### src/rtl/upd_pkg.sv
package upd_pkg;

    // character codes
    localparam logic [7:0] PCT_CHAR   = 8'h25;
    localparam logic [7:0] PLUS_CHAR  = 8'h2B;
    localparam logic [7:0] SPACE_CHAR = 8'h20;

    // escape progress
    typedef enum logic [1:0] {
        PH_IDLE   = 2'd0,
        PH_FIRST  = 2'd1,
        PH_SECOND = 2'd2
    } t_phase;

    // one raw input transaction
    typedef struct packed {
        logic [7:0] byte_in;
        logic       last_in;
    } t_in_item;

    // one decoded output transaction
    typedef struct packed {
        logic [7:0] byte_out;
        logic       error;
        logic       last_out;
    } t_out_item;

    // decoder state carried from byte to byte
    typedef struct packed {
        t_phase     phase;
        logic [3:0] high_nibble;
        logic       discarding;
    } t_dec_state;

    // hex digit value in the low bits, bit 4 set when the byte is a hex digit
    function automatic logic [4:0] hex_digit(input logic [7:0] c);
        logic [7:0] v;
        v = 8'd0;
        if (c inside {[8'h30:8'h39]}) begin
            v = c - 8'h30;
            return {1'b1, v[3:0]};
        end else if (c inside {[8'h41:8'h46]}) begin
            v = c - 8'h41 + 8'd10;
            return {1'b1, v[3:0]};
        end else if (c inside {[8'h61:8'h66]}) begin
            v = c - 8'h61 + 8'd10;
            return {1'b1, v[3:0]};
        end
        return 5'd0;
    endfunction

    // plus always leaves as space
    function automatic logic [7:0] map_plus(input logic [7:0] b);
        return (b == PLUS_CHAR) ? SPACE_CHAR : b;
    endfunction

endpackage

### src/rtl/url_percent_decoder_unit.sv
// an accepted input transaction is held in the input register, and its result in the result register
// throughput: one byte per cycle while i_out_stall is low, set by the single input register and result register
// a new byte is taken while a finished result still waits for the far side, but only into an empty input register
// reset: synchronous active low, clears both valid flags and the escape state
module url_percent_decoder_unit
    import upd_pkg::*;
(
    input  logic      i_clk,
    input  logic      i_rst_n,
    input  logic      i_in_valid,
    output logic      o_in_stall,
    input  t_in_item  i_in_item,
    output logic      o_out_valid,
    input  logic      i_out_stall,
    output t_out_item o_out_item
);

    logic       r_in_valid;
    t_in_item   r_in_item;
    t_dec_state r_state;
    t_dec_state n_state;
    logic       r_out_valid;
    t_out_item  r_out_item;
    logic       w_res_valid;
    t_out_item  w_res;
    logic       w_out_free;
    logic       w_fire;
    logic       w_in_ready;

    // handshake between the stages
    assign w_out_free = !r_out_valid || !i_out_stall;
    assign w_fire     = r_in_valid && w_out_free;
    assign w_in_ready = !r_in_valid || w_fire;
    assign o_in_stall = !w_in_ready;

    // input register
    always_ff @(posedge i_clk) begin
        if (!i_rst_n) begin
            r_in_valid <= 1'b0;
        end else if (w_in_ready) begin
            r_in_valid <= i_in_valid;
        end
        if (w_in_ready && i_in_valid) begin
            r_in_item <= i_in_item;
        end
    end

    // decode logic for the registered byte
    upd_step u_step (
        .i_item      (r_in_item),
        .i_state     (r_state),
        .o_state     (n_state),
        .o_res_valid (w_res_valid),
        .o_res       (w_res)
    );

    // escape state
    always_ff @(posedge i_clk) begin
        if (!i_rst_n) begin
            r_state <= '{phase: PH_IDLE, high_nibble: 4'd0, discarding: 1'b0};
        end else if (w_fire) begin
            r_state <= n_state;
        end
    end

    // result register
    always_ff @(posedge i_clk) begin
        if (!i_rst_n) begin
            r_out_valid <= 1'b0;
        end else if (w_fire && w_res_valid) begin
            r_out_valid <= 1'b1;
        end else if (!i_out_stall) begin
            r_out_valid <= 1'b0;
        end
        if (w_fire && w_res_valid) begin
            r_out_item <= w_res;
        end
    end

    assign o_out_valid = r_out_valid;
    assign o_out_item  = r_out_item;

endmodule

### src/rtl/upd_step.sv
module upd_step
    import upd_pkg::*;
(
    input  t_in_item   i_item,
    input  t_dec_state i_state,
    output t_dec_state o_state,
    output logic       o_res_valid,
    output t_out_item  o_res
);

    logic [4:0] w_hex;
    logic       w_last;

    assign w_hex  = hex_digit(i_item.byte_in);
    assign w_last = i_item.last_in;

    // next state and result for one byte
    always_comb begin
        o_state     = i_state;
        o_res_valid = 1'b0;
        o_res       = '0;
        if (i_state.discarding) begin
            // drop the rest of a failed string
            if (w_last) begin
                o_state.discarding = 1'b0;
            end
        end else begin
            case (i_state.phase)
                PH_FIRST: begin
                    if (!w_hex[4] || w_last) begin
                        o_state.phase       = PH_IDLE;
                        o_state.high_nibble = 4'd0;
                        o_state.discarding  = !w_last;
                        o_res_valid         = 1'b1;
                        o_res               = '{byte_out: 8'd0, error: 1'b1, last_out: 1'b1};
                    end else begin
                        o_state.high_nibble = w_hex[3:0];
                        o_state.phase       = PH_SECOND;
                    end
                end
                PH_SECOND: begin
                    o_state.phase       = PH_IDLE;
                    o_state.high_nibble = 4'd0;
                    o_res_valid         = 1'b1;
                    if (!w_hex[4]) begin
                        o_state.discarding = !w_last;
                        o_res = '{byte_out: 8'd0, error: 1'b1, last_out: 1'b1};
                    end else begin
                        o_res = '{byte_out: map_plus({i_state.high_nibble, w_hex[3:0]}),
                                  error: 1'b0, last_out: w_last};
                    end
                end
                default: begin
                    // outside an escape, the unused phase code included
                    o_state.phase = PH_IDLE;
                    if (i_item.byte_in == PCT_CHAR) begin
                        if (w_last) begin
                            o_state.high_nibble = 4'd0;
                            o_res_valid         = 1'b1;
                            o_res = '{byte_out: 8'd0, error: 1'b1, last_out: 1'b1};
                        end else begin
                            o_state.phase = PH_FIRST;
                        end
                    end else begin
                        o_res_valid = 1'b1;
                        o_res = '{byte_out: map_plus(i_item.byte_in), error: 1'b0,
                                  last_out: w_last};
                    end
                end
            endcase
        end
    end

endmodule

### config.mk
export PLATFORM = sky130hd
export DESIGN_NAME = url_percent_decoder_unit
export DESIGN_NICKNAME = d
export VERILOG_FILES = /design/src/rtl/upd_pkg.sv /design/src/rtl/url_percent_decoder_unit.sv /design/src/rtl/upd_step.sv
export SDC_FILE = /design/constraint.sdc
export NUM_CORES = 1
export LEC_CHECK = 0
export ABC_CLOCK_PERIOD_IN_PS = 5600
export BUFFER_PORTS_ARGS = -buffer_cell sky130_fd_sc_hd__buf_2
export CELL_PAD_IN_SITES_DETAIL_PLACEMENT = 0
export CELL_PAD_IN_SITES_GLOBAL_PLACEMENT = 1
export CORE_ASPECT_RATIO = 0.8
export CORE_UTILIZATION = 46
export DETAILED_ROUTE_END_ITERATION = 10
export GPL_ROUTABILITY_DRIVEN = 0
export PLACE_DENSITY_LB_ADDON = 0.1
export SKIP_CTS_REPAIR_TIMING = 1
export SYNTH_ARGS = -nofsm -noshare
export SYNTH_HDL_FRONTEND = slang
export SYNTH_HIERARCHICAL = 1
export SYNTH_SLANG_ARGS = --single-unit
### constraint.sdc
create_clock -name i_clk -period 5.6 [get_ports i_clk]
set_input_delay 0.28 -clock i_clk [delete_from_list [all_inputs] [get_ports i_clk]]
set_output_delay 0.28 -clock i_clk [all_outputs]
set_load 0.05 [all_outputs]
== Word level (Yosys, flattened, before mapping) ==
Index checks and enable logic that the tools add are counted.
Word-level totals
  word-level logic and storage cells: 78
  bits of input ports: 13
  register bits: 28
  output and inout port bits: 12
Operators by class
  magnitude comparators: 6
  mux-type cells: 31
  equal/unequal tests: 6
  add/subtract/negate cells: 5
  reduce and logical (&&, ||, !) cells: 19
  bitwise logic cells: 1
Operators by type and width (count)
  == test 8 x 6 -> 1 bit, second input constant: 3
  two-way mux 10 bit: 2
  two-way mux 5 bit: 4
  one-hot mux 10 bit (2 select lines): 1
  >= comparator 8 x 7 -> 1 bit, second input constant: 2
  less-or-equal comparator 8 x 7 -> 1 bit, second input constant: 2
  two-way mux 8 bit: 2
  two-way mux 1 bit: 14
  two-way mux 6 bit: 2
  one-hot mux 6 bit (2 select lines): 1
  subtractor 4 x 1 -> 4 bit, second input constant: 3
  adder 4 bit, second input constant: 2
  >= comparator 8 x 6 -> 1 bit, second input constant: 1
  less-or-equal comparator 8 x 6 -> 1 bit, second input constant: 1
  logical AND 1 bit: 6
  logical NOT 1 bit: 6
  nonzero test 3 bit: 2
  two-way mux 2 bit: 2
  two-way mux 4 bit: 1
  one-hot mux 1 bit (2 select lines): 2
  AND reduction 4 bit: 1
  logical OR 1 bit: 3
  == test 2 x 1 -> 1 bit, second input constant: 1
  == test 2 bit, second input constant: 1
  3 further kinds: 3

== Logic depth before layout (Yosys ltp) ==
  depth in word-level cells: 13
  gate-level depth with buffers: 10
  gate-level depth less buffers: 9

== By module ==
Netlist, hierarchy kept.
By module, submodules not included
  url_percent_decoder_unit: cells each 60, instances 1, area each 952.2 µm², sequential area each 750.7 µm²
  upd_step: cells each 97, instances 1, area each 634.4 µm², sequential area each 0.0 µm²

== Worst setup path before layout ==
Ideal clock, no wire load.
  path type: flip-flop to flip-flop
  start point: reg r_in_item[1] (netlist bit)
  end point: reg r_out_item (netlist bit o_out_item[0]), enable pin
  setup time: 0.380 ns
  path buffers: 0
  data arrival time: 2.129 ns
  clock period less this slack: 2.509 ns
  data required time: 5.220 ns
  stages on the path, launching flop included: 10
  setup slack: 3.091 ns
  path through: edfxtp_1 -> inv_1 -> ha_1 -> o21bai_1 -> a21oi_1 -> a21o_1 -> nor4b_1 -> nor4_1 -> nand2_1 -> a21oi_1
On the way
  cells in the longest elaborated chain, start to end: 12
  elaborated cells on any way between the ends: 23
  those cells by class: 6 x order compare; 1 x eq/ne; 10 x mux; 6 x reduce/logical
Ends and longest elaborated chain
  from (decl): RTL line url_percent_decoder_unit.sv:19  | t_in_item r_in_item;
  from (signal assigned): RTL line url_percent_decoder_unit.sv:44  | r_in_item <= i_in_item;
  >= comparator 8 x 7 -> 1 bit / less-or-equal comparator 8 x 7 -> 1 bit (equally long branches): RTL line upd_pkg.sv:45  | end else if (c inside {[8'h61:8'h66]}) begin
  logical AND 1 bit: RTL line upd_pkg.sv:45
  two-way mux 1 bit: RTL line upd_pkg.sv:45
  two-way mux 1 bit: RTL line upd_pkg.sv:42  | end else if (c inside {[8'h41:8'h46]}) begin
  two-way mux 1 bit: RTL line upd_pkg.sv:39  | if (c inside {[8'h30:8'h39]}) begin
  two-way mux 5 bit: RTL line upd_pkg.sv:49  | return 5'd0;
  logical NOT 1 bit: RTL line upd_step.sv:30  | if (!w_hex[4] || w_last) begin
  logical OR 1 bit: RTL line upd_step.sv:30
  two-way mux 1 bit: RTL line upd_step.sv:30
  one-hot mux 1 bit (2 select lines) (*): RTL line upd_step.sv:28  | case (i_state.phase)
  two-way mux 1 bit (*): RTL line upd_step.sv:22  | if (i_state.discarding) begin
  net w_res_valid: RTL line url_percent_decoder_unit.sv:24  | logic w_res_valid;
  logical AND 1 bit (*): RTL line url_percent_decoder_unit.sv:75  | if (w_fire && w_res_valid) begin
  to (signal assigned): RTL line url_percent_decoder_unit.sv:76  | r_out_item <= w_res;
  to (decl): RTL line url_percent_decoder_unit.sv:23  | t_out_item r_out_item;
Mark *: on every way through the listed nets, which the timed path passes. The rest lies on a longest branch.
A chain may end at the register's enable or synchronous reset.

== Worst setup path after layout ==
  start point: reg r_in_item[1] (netlist bit)
  end point: reg r_out_item (netlist bit o_out_item[6]), enable pin
The elaborated chain is that of the path after synthesis.

==> results by group <==
Global route
  – Vias in the first global route: about 1100
  – Pin count of the biggest net entering global routing: 17
  – Congestion Overflow GR: 0
  – Global Route Usage Sum: about a fifth
  – First-pass GRT wire length: roughly 4900 um
  – Initial antenna violation count: 0

Route
  – Initial DRT Pass Iterations: 4
  – DRT Wirelength: roughly 3200 um
  – Antenna viol nets, final: 0
  – DRC Markers: 0
  – Via density per instance: 5.618
  – Iteration-0 DRC Markers: between 100 and 150
  – DR WL/cell: about 15 um
  – Vias post-DR: roughly 1200

STA
  – Hold Slack: 0.1759 ns
  – Crit share post-route: a little under three fifths
  – Maximum clock skew at final layout: approximately 0.0018 ns
  – Worst slew pin tran: about 0.86 ns
  – RSZ-0062 raised after global routing: false
  – Pins Over Slew Limit: 0
  – Setup TNS: 0 ns
  – Worst setup margin: around 2.5 ns
  – Final Hold Vio Count: 0
  – Final setup fails: 0
  – Fmax: between 0.3 and 0.4 GHz
  – Max_slew headroom: between 40% and 50%
  – Minimum clock period: between 3 and 4 ns

Hold path
  – Hold path cells: 1
  – Hold path startpoint: i_in_item[2]
  – Worst Hold Endpoint: r_in_item[2]$_DFFE_PP_
  – Hold/Removal Path Class: in2reg

Synthesis
  – Ys Warns: 6
  – Ys async rst share: 0%
  – Most used flip-flop cell after synthesis: edfxtp_1
  – Yosys reg bits: 28
  – Synthesized area: between 0.0015 and 0.002 mm2
  – Post-synthesis average cell area: ~10 um2
  – Distinct cells, synth: 43
  – Register area share after synthesis: between 40 and 50%
  – Net Count, Synth: 175
  – Post-synthesis instance total: between 150 and 200
  – Post-synth EDFFs: 19

Power and ir drop
  – PD cells: between 200 and 250 mW/mm2
  – Internal: about 310 uW
  – Sw Ratio: between 20 and 25%
  – Clock power share: a little under a third
  – Combinational share of power: 12.1%
  – Total power: 409.7 uW
  – P_sw: 100.8 uW
  – Static leakage: 0.6762 nW
  – Sequential cell fraction of total power: about 58%
  – Max VDD drop: ~0.17 mV

CTS
  – Root buffer cell: clkbuf_8
  – Clock tree buffer depth: 2
  – Clock Latency Late Sink: between 0.2 and 0.3 ns
  – CTS buffer count: 3
  – Clock transition at path regs: around 0.09 ns
  – Sink Count: 28
  – CTS tree: yes
  – H-Tree Depth: 1

Die
  – Core area: around 0.0032 mm2
  – Horiz. Die Dim: slightly below 70 um
  – Die height: 54.53 um
  – Area of the die: 0.003689 mm2
  – Initial Util: between 40% and 50%
  – Rows: 18
  – I/O Pins: 25

Final layout
  – # diodes: 0
  – Share of post-route cells with drive strength above 1: a little over a fifth
  – Design Area, Final: 0.001744 mm2
  – Synth-to-Final Area Change: 9.937%
  – Final #Nets: between 150 and 200

Setup path
  – Critical path fanouts, max: 11
  – Reg2reg end: o_out_item[6]$_DFFE_PP_
  – Worst EP required: 5.51 ns
  – Crit path kind: reg2reg
  – R2R Path Start: r_in_item[1]$_DFFE_PP_
  – CP arrival: around 3 ns
  – Worst R2R Path Depth: 9
  – Worst Setup Start Kind: flip-flop
  – FF-to-FF setup slack: 2.49 ns
  – Worst setup EP type: flip-flop

Job
  – Max cap viols: 0

Run status
  – Status: finished, final reports clean

Place
  – Port Buffers: 24
  – Pre-CTS setup slack: 2.498 ns
  – Hpwl dp: around 2500 um
  – Placed cell area: 0.001689 mm2
[power groups by stage]
stage          combinational, mW  clock (mW)  sequential (mW)
2_1_floorplan             0.0269           0            0.252
3_3_place_gp              0.0481           0            0.241
3_5_place_dp              0.0489           0            0.242
4_1_cts                   0.0492       0.127            0.237
5_1_grt                   0.0534       0.134            0.238
6_report                  0.0494       0.123            0.237
[synthesized netlist by cell type, types with 2 or more instances]
| cell | count | area share, % |
|---|---|---|
| nor4b_1 | 3 | 1.7 |
| a32oi_1 | 3 | 1.7 |
| nor2b_1 | 3 | 1.2 |
| and3b_2 | 2 | 1.3 |
| nand3_1 | 9 | 2.8 |
| edfxtp_1 | 19 | 36 |
| dfxtp_1 | 9 | 11 |
| o21ai_0 | 6 | 1.9 |
| mux2i_1 | 9 | 5.7 |
| buf_4 | 4 | 1.9 |
| nor3_1 | 4 | 1.3 |
| buf_6 | 3 | 2.1 |
| inv_1 | 7 | 1.7 |
| nand2_1 | 23 | 5.4 |
| a21oi_1 | 6 | 1.9 |
| nor2_1 | 10 | 2.4 |
| o21ai_1 | 5 | 1.6 |
| o21a_1 | 2 | 0.95 |
| and3_1 | 2 | 0.79 |
| ha_1 | 5 | 3.9 |
[final cells by class]
type                    count  area [um2]
well taps                  40       50.05
clock buffers               4       55.05
inverters                   7       26.28
repair buffers             24       120.1
flip-flops and latches     28       750.7
multi-input cells         114       742.0
fillers                   265        1431
[sequential cells by signal (all words and copies together) (netlist names)]
| name | flops |
|---|---|
| r_in_valid | 1 |
| o_out_valid | 1 |
| r_in_item | 9 |
| o_out_item | 10 |
| r_state | 7 |
[kinds of logic after synthesis]
kind of cell | count (synthesis) | share of synthesized area (%)
buf+inv | 15 | 5.915
mux | 10 | 6.388
compound gates | 33 | 14.12
flops | 28 | 47.32
simple gates | 66 | 22.32
fa+ha+maj | 5 | 3.943
[worst max-delay path, cell delays in order, from the launching register on]
cell and delay (ns):
edfxtp_1 0.44, inv_1 0.11, ha_1 0.26, o21bai_1 0.24, a21oi_1 0.16, a21o_1 0.32
nor4b_1 0.20, nor4_1 0.22, nand2_1 0.11, a21oi_1 0.68
[metal layers]
layer	global-route usage [%]	part of all wire [%]	routed length [um]	up-vias
met1	25.39	50	1575	554
li1	-	-	-	617
met4	6.383	0.60	19	0
met3	6.042	6.9	219	2
met5	0	0	0	-
met2	28.71	43	1365	46
[worst max path at each step]
stage / startpoint / end / slack, ns / cells past startpoint
5_1_grt: r_in_item[1]$_DFFE_PP_ / o_out_item[1]$_DFFE_PP_ / 2.14 / 9
2_1_floorplan: r_in_item[1]$_DFFE_PP_ / o_out_item[0]$_DFFE_PP_ / 3.09 / 9
4_1_cts: r_in_item[1]$_DFFE_PP_ / o_out_item[3]$_DFFE_PP_ / 2.48 / 9
6_report: r_in_item[1]$_DFFE_PP_ / o_out_item[6]$_DFFE_PP_ / 2.49 / 9
3_5_place_dp: r_in_item[1]$_DFFE_PP_ / o_out_item[3]$_DFFE_PP_ / 2.50 / 9
3_3_place_gp: r_in_item[1]$_DFFE_PP_ / o_out_item[3]$_DFFE_PP_ / 2.74 / 9
[metrics by stage]
stage / instances / util (%)
3_5_place_dp: 213 / 53.19
6_report: 217 / 54.93
3_3_place_gp: 213 / 53.19
4_1_cts: 217 / 54.93
2_1_floorplan: 157 / -
5_1_grt: 217 / 54.93
[layout by cell type (no fill, tap or decap), drive strengths merged]
cell type	netlist	layout
o22ai	1	1
o31ai	1	1
a21boi	2	2
a22oi	1	1
mux2i	9	9
a32oi	3	3
buf	7	24
nand4bb	1	1
nand2	23	23
o21bai	1	1
o311a	1	1
a21oi	7	7
or4b	1	1
o41ai	1	1
mux2	1	1
or3b	1	1
o21ai	11	11
nor4	1	1
nand3	9	9
inv	7	7
and3	3	3
ha	5	5
nor3b	1	1
nand3b	1	1
nor2	10	10
nor2b	3	3
a211oi	1	1
nor4b	3	3
o21a	2	2
dfxtp	9	9
clkbuf	1	4
nand2b	1	1
edfxtp	19	19
nand4	2	2
and3b	2	2
nor3	4	4
a21o	1	1
Note: power is estimated with default switching activity, not from simulation.
